`config.mk`:
```
export PLATFORM = sky130hd
export DESIGN_NAME = nearest_car_call_dispatcher_unit
export DESIGN_NICKNAME = d
export VERILOG_FILES = /design/src/rtl/ncd_pkg.sv /design/src/rtl/ncd_call_cell.sv /design/src/rtl/ncd_car_search.sv /design/src/rtl/nearest_car_call_dispatcher_unit.sv
export SDC_FILE = /design/constraint.sdc
export NUM_CORES = 2
export LEC_CHECK = 0
export BUFFER_PORTS_ARGS = -buffer_cell sky130_fd_sc_hd__buf_2
export CELL_PAD_IN_SITES_DETAIL_PLACEMENT = 1
export CELL_PAD_IN_SITES_GLOBAL_PLACEMENT = 2
export CORE_ASPECT_RATIO = 1.75
export CORE_MARGIN = 4
export CORE_UTILIZATION = 45
export DETAILED_ROUTE_END_ITERATION = 6
export PLACE_DENSITY = 0.9
export REMOVE_ABC_BUFFERS = 1
export SYNTH_ARGS = -nofsm -noshare
export SYNTH_HDL_FRONTEND = slang
export SYNTH_SLANG_ARGS = --single-unit
export TNS_END_PERCENT = 20
```
`constraint.sdc`:
```
create_clock -name clock -period 4.4 [get_ports clock]
set_input_delay 0.44 -clock clock [delete_from_list [all_inputs] [get_ports clock]]
set_output_delay 0.44 -clock clock [all_outputs]
set_load 0.01 [all_outputs]
```
`src/rtl/ncd_pkg.sv`:
```
// Shared types, constants and helpers for the nearest car call dispatcher.
`timescale 1ns / 1ps
`default_nettype none

package ncd_pkg;

   localparam int FLOOR_W      = 6;
   localparam int CAR_PORT_W   = 4;
   localparam int SLOT_PORT_W  = 6;
   localparam int COUNT_PORT_W = 7;
   localparam int CFG_W        = 5;
   localparam int REQ_DATA_W   = 16;
   localparam int REQ_USER_W   = 2;
   localparam int RSP_DATA_W   = 48;

   localparam logic [CFG_W-1:0] CFG_RESET = 5'd16;

   typedef enum logic [1:0] {
      OP_ADD      = 2'd0,
      OP_DISPATCH = 2'd1,
      OP_RELEASE  = 2'd2,
      OP_NONE     = 2'd3
   } op_type;

   typedef struct packed {
      logic [FLOOR_W-1:0] origin;
      logic [FLOOR_W-1:0] dest;
   } entry_type;

   typedef struct packed {
      logic load;
      logic take;
   } cell_ctrl_type;

   function automatic logic [FLOOR_W-1:0] floor_dist(input logic [FLOOR_W-1:0] a,
                                                     input logic [FLOOR_W-1:0] b);
      return (a > b) ? (a - b) : (b - a);
   endfunction

endpackage

`default_nettype wire

```
`src/rtl/ncd_call_cell.sv`:
```
// One cell of the pending call chain: holds a call and loads it or takes its neighbour's.
`timescale 1ns / 1ps
`default_nettype none

module ncd_call_cell
   import ncd_pkg::*;
(
   input  logic          clock,
   input  cell_ctrl_type ctrl,
   input  entry_type     load_data,
   input  entry_type     next_data,
   output entry_type     q
);

   entry_type q_ff;

   always_ff @(posedge clock) begin
      if (ctrl.load) begin
         q_ff <= load_data;
      end else if (ctrl.take) begin
         q_ff <= next_data;
      end
   end

   assign q = q_ff;

endmodule

`default_nettype wire

```
`src/rtl/ncd_car_search.sv`:
```
// Registered minimum tree that finds the nearest free car for one call per cycle.
`timescale 1ns / 1ps
`default_nettype none

module ncd_car_search
   import ncd_pkg::*;
#(
   parameter int CARS       = 16,
   parameter int CALL_SLOTS = 64
)
(
   input  logic                          clock,
   input  logic                          reset,
   input  logic                          feed_valid,
   input  logic [$clog2(CALL_SLOTS)-1:0] feed_slot,
   input  entry_type                     feed_entry,
   input  logic [FLOOR_W-1:0]            car_floor [CARS],
   input  logic [CARS-1:0]               consider,
   output logic                          res_valid,
   output logic [FLOOR_W-1:0]            res_dist,
   output logic [$clog2(CARS)-1:0]       res_car,
   output logic [$clog2(CALL_SLOTS)-1:0] res_slot,
   output entry_type                     res_entry
);

   localparam int CW  = $clog2(CARS);
   localparam int SLW = $clog2(CALL_SLOTS);
   localparam int L   = $clog2(CARS);
   localparam int P   = 1 << L;

   typedef struct packed {
      logic               valid;
      logic [FLOOR_W-1:0] span;
      logic [CW-1:0]      car;
   } node_type;

   typedef struct packed {
      logic           valid;
      logic [SLW-1:0] slot;
      entry_type      entry;
   } tag_type;

   // The lower index wins a tie, which keeps the first car found.
   function automatic node_type pick(input node_type a, input node_type b);
      return (a.valid && (!b.valid || a.span <= b.span)) ? a : b;
   endfunction

   node_type leaf       [P];
   node_type lvl_ff     [L+1][P];
   tag_type  tag_ff     [L+1];

   genvar j, lv, k;

   generate
      for (j = 0; j < P; j++) begin : g_leaf
         if (j < CARS) begin : g_car
            assign leaf[j] = '{valid: feed_valid && consider[j],
                               span:  floor_dist(car_floor[j], feed_entry.origin),
                               car:   CW'(j)};
         end else begin : g_pad
            assign leaf[j] = '0;
         end

         always_ff @(posedge clock) begin
            if (reset) begin
               lvl_ff[0][j] <= '0;
            end else begin
               lvl_ff[0][j] <= leaf[j];
            end
         end
      end

      for (lv = 1; lv <= L; lv++) begin : g_level
         for (k = 0; k < (P >> lv); k++) begin : g_node
            always_ff @(posedge clock) begin
               if (reset) begin
                  lvl_ff[lv][k] <= '0;
               end else begin
                  lvl_ff[lv][k] <= pick(lvl_ff[lv-1][2*k], lvl_ff[lv-1][2*k+1]);
               end
            end
         end
         always_ff @(posedge clock) begin
            if (reset) begin
               tag_ff[lv] <= '0;
            end else begin
               tag_ff[lv] <= tag_ff[lv-1];
            end
         end
      end
   endgenerate

   always_ff @(posedge clock) begin
      if (reset) begin
         tag_ff[0] <= '0;
      end else begin
         tag_ff[0] <= '{valid: feed_valid, slot: feed_slot, entry: feed_entry};
      end
   end

   assign res_valid = lvl_ff[L][0].valid && tag_ff[L].valid;
   assign res_dist  = lvl_ff[L][0].span;
   assign res_car   = lvl_ff[L][0].car;
   assign res_slot  = tag_ff[L].slot;
   assign res_entry = tag_ff[L].entry;

endmodule

`default_nettype wire

```
`src/rtl/nearest_car_call_dispatcher_unit.sv`:
```
// Top level of the nearest car call dispatcher: call chain, car table and sequencer.
// Add call, release and unknown requests go from idle to the finish state, where the result
// is registered once the response side is free. Dispatch rotates the call chain once through
// all CALL_SLOTS cells while the car search tree compares every car against one call a cycle.
// One request is in progress at a time; the next is taken in the cycle after the result is
// registered, even while that result still waits on the response side.
// Reset is synchronous: no calls pending, all cars free at floor zero, cars in use set to 16.
`timescale 1ns / 1ps
`default_nettype none

module nearest_car_call_dispatcher_unit
   import ncd_pkg::*;
#(
   parameter int CALL_SLOTS = 64,
   parameter int CARS       = 16,
   parameter int FLOORS     = 64
)
(
   input  logic                  clock,
   input  logic                  reset,
   input  logic                  req_tvalid,
   output logic                  req_tready,
   // origin_floor[5:0], dest_floor[11:6], car_index[15:12]
   input  logic [REQ_DATA_W-1:0] req_tdata,
   // op[1:0]
   input  logic [REQ_USER_W-1:0] req_tuser,
   output logic                  rsp_tvalid,
   input  logic                  rsp_tready,
   // accepted[0], found[1], chosen_car[5:2], call_slot[11:6], served_origin[17:12],
   // served_dest[23:18], pickup_distance[29:24], trip_floors[35:30],
   // pending_count[42:36], zero[47:43]
   output logic [RSP_DATA_W-1:0] rsp_tdata,
   input  logic                  csr_valid,
   output logic                  csr_ready,
   input  logic [CFG_W-1:0]      csr_data
);

   localparam int CW       = $clog2(CARS);
   localparam int SLW      = $clog2(CALL_SLOTS);
   localparam int SW       = $clog2(CALL_SLOTS + 1);
   localparam int D        = $clog2(CARS) + 1;
   localparam int CTR_W    = $clog2(CALL_SLOTS + D + 1);
   localparam int LAST_CTR = CALL_SLOTS + D - 1;

   typedef enum logic [2:0] {
      ST_IDLE   = 3'b001,
      ST_SCAN   = 3'b010,
      ST_FINISH = 3'b100
   } state_type;

   state_type           state_ff, state_in;
   op_type              op_ff;
   logic [FLOOR_W-1:0]  org_ff, dst_ff;
   logic [CAR_PORT_W-1:0] car_ff;
   logic [SW-1:0]       count_ff, count_in;
   logic [CTR_W-1:0]    ctr_ff, ctr_in;
   logic                best_have_ff, best_have_in;
   logic [FLOOR_W-1:0]  best_dist_ff;
   logic [CW-1:0]       best_car_ff;
   logic [SLW-1:0]      best_slot_ff;
   entry_type           best_entry_ff;
   logic [FLOOR_W-1:0]  car_floor_ff [CARS];
   logic [CARS-1:0]     car_busy_ff, car_busy_in;
   logic [CFG_W-1:0]    cfg_ff;
   logic                rsp_valid_ff;
   logic [RSP_DATA_W-1:0] rsp_data_ff, rsp_data_in;

   logic                accept, rotate, feed_valid, out_free, commit;
   logic                is_add, is_dispatch, is_release, add_ok, found, merge;
   logic [FLOOR_W-1:0]  org_clamped, dst_clamped;
   logic [CARS-1:0]     consider;
   logic [CW+3:0]       car_ext;
   logic [SLW+5:0]      slot_ext;
   logic [SW+6:0]       count_ext;
   logic [FLOOR_W-1:0]  trip;

   logic                res_valid;
   logic [FLOOR_W-1:0]  res_dist;
   logic [CW-1:0]       res_car;
   logic [SLW-1:0]      res_slot;
   entry_type           res_entry;

   entry_type           cell_q    [CALL_SLOTS];
   cell_ctrl_type       cell_ctrl [CALL_SLOTS];
   entry_type           new_entry;

   assign req_tready = (state_ff == ST_IDLE);
   assign csr_ready  = 1'b1;
   assign rsp_tvalid = rsp_valid_ff;
   assign rsp_tdata  = rsp_data_ff;

   assign accept      = req_tvalid && req_tready;
   assign rotate      = (state_ff == ST_SCAN) && (ctr_ff < CTR_W'(CALL_SLOTS));
   assign feed_valid  = rotate && (32'(ctr_ff) < 32'(count_ff));
   assign out_free    = !rsp_valid_ff || rsp_tready;
   assign commit      = (state_ff == ST_FINISH) && out_free;
   assign is_add      = (op_ff == OP_ADD);
   assign is_dispatch = (op_ff == OP_DISPATCH);
   assign is_release  = (op_ff == OP_RELEASE);
   assign add_ok      = 32'(count_ff) < CALL_SLOTS;
   assign found       = is_dispatch && best_have_ff;
   // Across calls an equal distance keeps the earlier call.
   assign merge       = (state_ff == ST_SCAN) && res_valid &&
                        (!best_have_ff || res_dist < best_dist_ff);

   // Floors beyond the top of the building are stored as the top floor.
   assign org_clamped = (32'(org_ff) > FLOORS - 1) ? FLOOR_W'(FLOORS - 1) : org_ff;
   assign dst_clamped = (32'(dst_ff) > FLOORS - 1) ? FLOOR_W'(FLOORS - 1) : dst_ff;
   assign new_entry   = '{origin: org_clamped, dest: dst_clamped};

   always_comb begin
      for (int j = 0; j < CARS; j++) begin
         consider[j] = (32'(cfg_ff) > j) && !car_busy_ff[j];
      end
   end

   genvar i;
   generate
      for (i = 0; i < CALL_SLOTS; i++) begin : g_cell
         assign cell_ctrl[i] = '{
            load: commit && is_add && add_ok && (count_ff == SW'(i)),
            take: rotate || (commit && found && (SLW'(i) >= best_slot_ff))
         };

         ncd_call_cell u_cell (
            .clock     (clock),
            .ctrl      (cell_ctrl[i]),
            .load_data (new_entry),
            .next_data (cell_q[(i + 1) % CALL_SLOTS]),
            .q         (cell_q[i])
         );
      end
   endgenerate

   ncd_car_search #(
      .CARS       (CARS),
      .CALL_SLOTS (CALL_SLOTS)
   ) u_search (
      .clock      (clock),
      .reset      (reset),
      .feed_valid (feed_valid),
      .feed_slot  (ctr_ff[SLW-1:0]),
      .feed_entry (cell_q[0]),
      .car_floor  (car_floor_ff),
      .consider   (consider),
      .res_valid  (res_valid),
      .res_dist   (res_dist),
      .res_car    (res_car),
      .res_slot   (res_slot),
      .res_entry  (res_entry)
   );

   always_comb begin
      state_in     = state_ff;
      ctr_in       = ctr_ff;
      best_have_in = best_have_ff;
      unique case (state_ff)
         ST_IDLE: begin
            if (accept) begin
               ctr_in       = '0;
               best_have_in = 1'b0;
               state_in     = (op_type'(req_tuser) == OP_DISPATCH) ? ST_SCAN : ST_FINISH;
            end
         end
         ST_SCAN: begin
            ctr_in = ctr_ff + CTR_W'(1);
            if (merge) begin
               best_have_in = 1'b1;
            end
            if (ctr_ff == CTR_W'(LAST_CTR)) begin
               state_in = ST_FINISH;
            end
         end
         ST_FINISH: begin
            if (out_free) begin
               state_in = ST_IDLE;
            end
         end
         default: begin
            state_in = ST_IDLE;
         end
      endcase
   end

   always_comb begin
      count_in    = count_ff;
      car_busy_in = car_busy_ff;
      if (commit) begin
         if (is_add && add_ok) begin
            count_in = count_ff + SW'(1);
         end
         if (found) begin
            count_in = count_ff - SW'(1);
         end
         for (int j = 0; j < CARS; j++) begin
            if (found && best_car_ff == CW'(j)) begin
               car_busy_in[j] = 1'b1;
            end
            if (is_release && 32'(car_ff) == j) begin
               car_busy_in[j] = 1'b0;
            end
         end
      end
   end

   assign car_ext   = {4'b0, best_car_ff};
   assign slot_ext  = {6'b0, best_slot_ff};
   assign count_ext = {7'b0, count_in};
   assign trip      = floor_dist(best_entry_ff.dest, best_entry_ff.origin);

   always_comb begin
      rsp_data_in = '0;
      rsp_data_in[0]     = is_add && add_ok;
      rsp_data_in[42:36] = count_ext[COUNT_PORT_W-1:0];
      if (found) begin
         rsp_data_in[1]     = 1'b1;
         rsp_data_in[5:2]   = car_ext[CAR_PORT_W-1:0];
         rsp_data_in[11:6]  = slot_ext[SLOT_PORT_W-1:0];
         rsp_data_in[17:12] = best_entry_ff.origin;
         rsp_data_in[23:18] = best_entry_ff.dest;
         rsp_data_in[29:24] = best_dist_ff;
         rsp_data_in[35:30] = trip;
      end
   end

   always_ff @(posedge clock) begin
      if (reset) begin
         state_ff     <= ST_IDLE;
         ctr_ff       <= '0;
         best_have_ff <= 1'b0;
         count_ff     <= '0;
         car_busy_ff  <= '0;
         cfg_ff       <= CFG_RESET;
         rsp_valid_ff <= 1'b0;
      end else begin
         state_ff     <= state_in;
         ctr_ff       <= ctr_in;
         best_have_ff <= best_have_in;
         count_ff     <= count_in;
         car_busy_ff  <= car_busy_in;
         if (csr_valid && csr_ready) begin
            cfg_ff <= csr_data;
         end
         if (commit) begin
            rsp_valid_ff <= 1'b1;
         end else if (rsp_tready) begin
            rsp_valid_ff <= 1'b0;
         end
      end
   end

   always_ff @(posedge clock) begin
      if (reset) begin
         for (int j = 0; j < CARS; j++) begin
            car_floor_ff[j] <= '0;
         end
      end else if (commit && found) begin
         for (int j = 0; j < CARS; j++) begin
            if (best_car_ff == CW'(j)) begin
               car_floor_ff[j] <= best_entry_ff.dest;
            end
         end
      end
   end

   always_ff @(posedge clock) begin
      if (accept) begin
         op_ff  <= op_type'(req_tuser);
         org_ff <= req_tdata[5:0];
         dst_ff <= req_tdata[11:6];
         car_ff <= req_tdata[15:12];
      end
      if (merge) begin
         best_dist_ff  <= res_dist;
         best_car_ff   <= res_car;
         best_slot_ff  <= res_slot;
         best_entry_ff <= res_entry;
      end
      if (commit) begin
         rsp_data_ff <= rsp_data_in;
      end
   end

`ifndef SYNTHESIS
   a_count_bound: assert property (@(posedge clock) disable iff (reset)
      32'(count_ff) <= CALL_SLOTS)
      else $error("pending call count beyond list depth");

   a_best_in_list: assert property (@(posedge clock) disable iff (reset)
      (state_ff == ST_SCAN && best_have_ff) |-> (32'(best_slot_ff) < 32'(count_ff)))
      else $error("chosen call lies outside the pending list");

   a_dispatch_pops: assert property (@(posedge clock) disable iff (reset)
      (commit && found) |=> (count_ff == $past(count_ff) - SW'(1)))
      else $error("dispatch did not remove exactly one call");

   a_found_car_free: assert property (@(posedge clock) disable iff (reset)
      (merge && state_ff == ST_SCAN) |-> consider[res_car])
      else $error("search picked a busy or unused car");
`endif

endmodule

`default_nettype wire

```
==> results list <==
- In the routed design, unresolved DRC markers number 0.
* Largest delay share family, worst path: simple AND/OR/NAND/NOR gates
- The slowest stage of the critical path is the sky130_fd_sc_hd__or3_1 cell.
* Starting density of the core: 45.32%
* Bufs and invs on worst path: 0
- The first global-routing pass estimated approximately 270000 µm of wire.
* Final setup violation count: 0
* Layout cells sized above 1: 25.42%
- Clock-pin slew was measured on the worst setup and hold paths at approximately 0.07 ns.
- Detailed Routing Iterations Pass 1: 5
- In this run, the number of DRC markers left after iteration 0 of detailed routing was 2156.
- Entering global routing, the biggest net connects about 170 pins.
- Once routing completed, OpenROAD measured the worst setup slack at roughly 0.72 ns.
- Clock latency on the worst-skew pair, taken at its later pin, is 0.80 ns.
- DR WL/cell: 26.16 µm
- Of the synthesized area, sequential elements account for around 56%.
- For the final database, setup skew stands at about 0.047 ns.
* Die Outline Area: between 0.1 and 0.15 mm²
- In this run the power spent charging and discharging nets is 5.902 mW.
* Buffer depth of the longest clock path: 3
- Setup repair after global routing left no endpoint under its margin.
- Worst setup path category: flop to flop
- The final hold violation count is 0.
- Worst min-delay path category: input port to flop
* Part of the power in combinational logic: under 10%
- Worst slack, placed: 0.7765 ns
- For this run, the number of Yosys warnings is 0.
* TritonCTS clock tree: done
- CP cell instances: nor3b_4, nand2_1, or3_1, nor2_2, or3_1
* CTS Sinks: about 1300
- Leakage: 25.58 nW
* Tightest hold margin: around 0.073 ns
- The initialized floorplan defines roughly 180 standard-cell rows.
* Endpoint required time on the critical path: approximately 4.8 ns
- In the global route stage, overall resource usage came out at between 20 and 25%.
- GPL Wtd Cong: roughly 0.91
- TritonCTS buffer count: around 130
- At the pin with the least slew margin, the transition time is ~1.2 ns.
- Post-route minimum period: 3.676 ns
- Post-synth EDFFs: between 800 and 900
- Routed via count: around 40000
- Avg Vias per Cell: 5.696
- The share of total power dissipated in sequential elements is roughly 51%.
- Internal power comes to a little over 20 mW.
* Number of buffers inserted for hold repair after clock tree synthesis: 24
- H-tree depth: 4
- In this run the vertical extent of the chip is around 500 µm.
- Via count of the first global-routing pass: ~44000
- Of the available clock period, the critical path in the final layout requires a little over four fifths.
- Initial antenna violation count: 10
- Data on the critical path arrives at its endpoint at roughly 4 ns.
- VDD sags by at most roughly 0.39 mV.
- Largest driver fanout on the critical path: 15
* Cell type with the highest occurrence count on the critical path: sky130_fd_sc_hd__or3_1
* Combined area of all synthesized cells: between 0.06 and 0.07 mm²
- The library cell used most frequently in the layout, excluding fill and tap cells, is sky130_fd_sc_hd__edfxtp_1.
- Maximum clock frequency: ~270 MHz
* Master cell of the clock root buffer: sky130_fd_sc_hd__clkbuf_16
- Post-detailed-placement half-perimeter wirelength: approximately 120000 µm
- Max Slew Vio Count: 0
- Global routing finished with a remaining overflow of 0.
- For this design the top-level I/O count stands at 79.
- Net switching is ~22% of the power.
- The worst setup path is captured at a flop.
- The run finished with clean final reports.
- IO buf count: 72
- Area delta synth->final: 11.38%
* Power density over the cells: 374.4 mW/mm²
- The number of setup buffers added after CTS is 0.
- After detailed routing, the total wire length is 181700 µm.
- The worst setup path is launched from a flop.
* Fraction of registers with async set or reset after synthesis: 0%
- The core region is approximately 0.14 mm².
- Max-cap violations in this run came to 0.
- Measured against its own limit, the worst slew margin works out to a little over a fifth.
- The netlist uses slightly above 80 different library cells.
* Average cell area after synthesis: approximately 13 µm²
- Post-CTS Resized: 0
* Max stage delay on crit path: about 0.8 ns
- Cell count after synthesis: just under 5000
* Flip-flop cell with the highest count after synthesis: sky130_fd_sc_hd__edfxtp_1
- Clock share of power: roughly 46%
- In this run, synthesis produced a sequential element count of between 1000 and 1500.
- Leading cell types in the layout, fill and taps excluded: sky130_fd_sc_hd__edfxtp_1 (857), sky130_fd_sc_hd__mux2_2 (824), sky130_fd_sc_hd__dfxtp_1 (486)
- At the end of the flow, the number of nets in the layout was approximately 5400.
* Post-detailed-route count of antenna-violating nets: 0
* Die W: approximately 290 µm
## per-layer routing
metal / GRT usage [%] / wire, µm / vias to the layer above
li1: - / - / 17830
met1: 24.90 / 63410 / 20200
met2: 47.21 / 98640 / 1070
met3: 3.337 / 7136 / 462
met4: 14.37 / 12490 / 4
met5: 0 / 28 / -
## area by class of cell
type / instances / area [µm²]
Fill cell: 14070 / 68850
Sequential cell: 1343 / 35460
Multi-Input combinational cell: 3059 / 25310
Clock buffer: 165 / 3560
Tap cell: 1830 / 2290
Timing Repair Buffer: 227 / 1632
Clock inverter: 74 / 1013
Inverter: 246 / 923.4
Antenna cell: 3 / 7.507
## synthesized netlist by cell type (14+ instances only)
cell type,number,area share (%)
sky130_fd_sc_hd__nor2_1,425,2.5
sky130_fd_sc_hd__nor2b_1,203,2.0
sky130_fd_sc_hd__buf_4,29,0.35
sky130_fd_sc_hd__nand2b_1,24,0.24
sky130_fd_sc_hd__nand4_1,29,0.29
sky130_fd_sc_hd__fa_1,34,1.1
sky130_fd_sc_hd__a31oi_1,14,0.14
sky130_fd_sc_hd__clkbuf_1,196,1.2
sky130_fd_sc_hd__or3_1,26,0.26
sky130_fd_sc_hd__ha_1,295,5.9
sky130_fd_sc_hd__a221oi_1,22,0.31
sky130_fd_sc_hd__nand3_1,65,0.52
sky130_fd_sc_hd__edfxtp_1,857,41
sky130_fd_sc_hd__mux2i_1,231,3.7
sky130_fd_sc_hd__buf_1,35,0.21
sky130_fd_sc_hd__nor3_1,22,0.17
sky130_fd_sc_hd__a21o_1,26,0.31
sky130_fd_sc_hd__mux2_2,824,15
sky130_fd_sc_hd__a21oi_1,135,1.1
sky130_fd_sc_hd__nand2_1,216,1.3
sky130_fd_sc_hd__o21ai_0,135,1.1
sky130_fd_sc_hd__and2_1,29,0.29
sky130_fd_sc_hd__mux2_4,19,0.45
sky130_fd_sc_hd__nand3b_1,18,0.21
sky130_fd_sc_hd__dfxtp_1,486,15
sky130_fd_sc_hd__a211oi_1,38,0.45
sky130_fd_sc_hd__o211ai_1,38,0.45
sky130_fd_sc_hd__a211o_1,20,0.28
sky130_fd_sc_hd__inv_1,244,1.5
sky130_fd_sc_hd__buf_2,30,0.24
## stage by stage
stage                     TNS (ns)  area, µm²  util (%)  total power [mW]  cells
after floorplan             -1.680      61640         -             14.09   4648
after global placement           0      65380     47.02             14.48   6681
after detailed placement         0      65380     47.02             14.52   6681
after CTS                        0      70190     50.48             26.49   6944
after global routing             0      70190     50.48             27.10   6945
final                            0      70200     50.48             26.28   6947
## path summary, 6_finish.rpt
kind,to,depth (start not counted),slack (ns),startpoint
worst max register to register,g_cell[37].u_cell.q[9],5,0.72,state_ff[2]
worst min-delay path,cfg_ff[1],3,0.07,csr_valid
worst max-delay path,g_cell[37].u_cell.q[9],5,0.72,state_ff[2]
worst min register to register,best_slot_ff[1],0,0.40,u_search.tag_ff[0][89]
## power groups by stage
| stage | Clock, mW | Sequential (mW) | Combinational, mW |
|---|---|---|---|
| floorplan | 0 | 13.8 | 0.299 |
| global placement | 0 | 13.8 | 0.702 |
| detailed placement | 0 | 13.8 | 0.734 |
| CTS | 12.2 | 13.5 | 0.762 |
| global route | 12.8 | 13.5 | 0.825 |
| finish | 12.0 | 13.5 | 0.764 |
## cells by family (layout without fill, tap and decap cells)
| kind of cell | after synthesis | in the layout | share of synthesized area (%) |
|---|---|---|---|
| simple gates | 1126 | 1126 | 8.868 |
| compound gates | 517 | 517 | 5.271 |
| xor+xnor | 5 | 5 | 0.06948 |
| fa+ha+maj | 329 | 329 | 6.937 |
| mux | 1076 | 1076 | 18.88 |
| buf+inv | 549 | 712 | 3.691 |
| other cells | 2 | 9 | 0.01192 |
| flops | 1343 | 1343 | 56.27 |
## tightest hold or removal path, delay by kind of cell
kind / cells / cell delay [ns]
and+or+nand+nor: 1 / 0.08
muxes: 1 / 0.10
buffers and inverters: 1 / 0.19
## state kept, by name (all words and copies together) (netlist names)
| signal | cells |
|---|---|
| best_entry_ff | 12 |
| car_ff | 4 |
| ctr_ff | 7 |
| u_search.lvl_ff | 255 |
| count_ff | 7 |
| car_floor_ff | 96 |
| car_busy_ff | 16 |
| best_car_ff | 4 |
| best_slot_ff | 6 |
| rsp_tvalid | 1 |
| org_clamped | 6 |
| cfg_ff | 5 |
| state_ff | 3 |
| best_have_ff | 1 |
| dst_clamped | 6 |
| rsp_tdata | 43 |
| best_dist_ff | 6 |
| u_search.tag_ff | 95 |
| op_ff | 2 |
| g_cell.u_cell.q | 768 |
(Power assumes the default switching activity.)
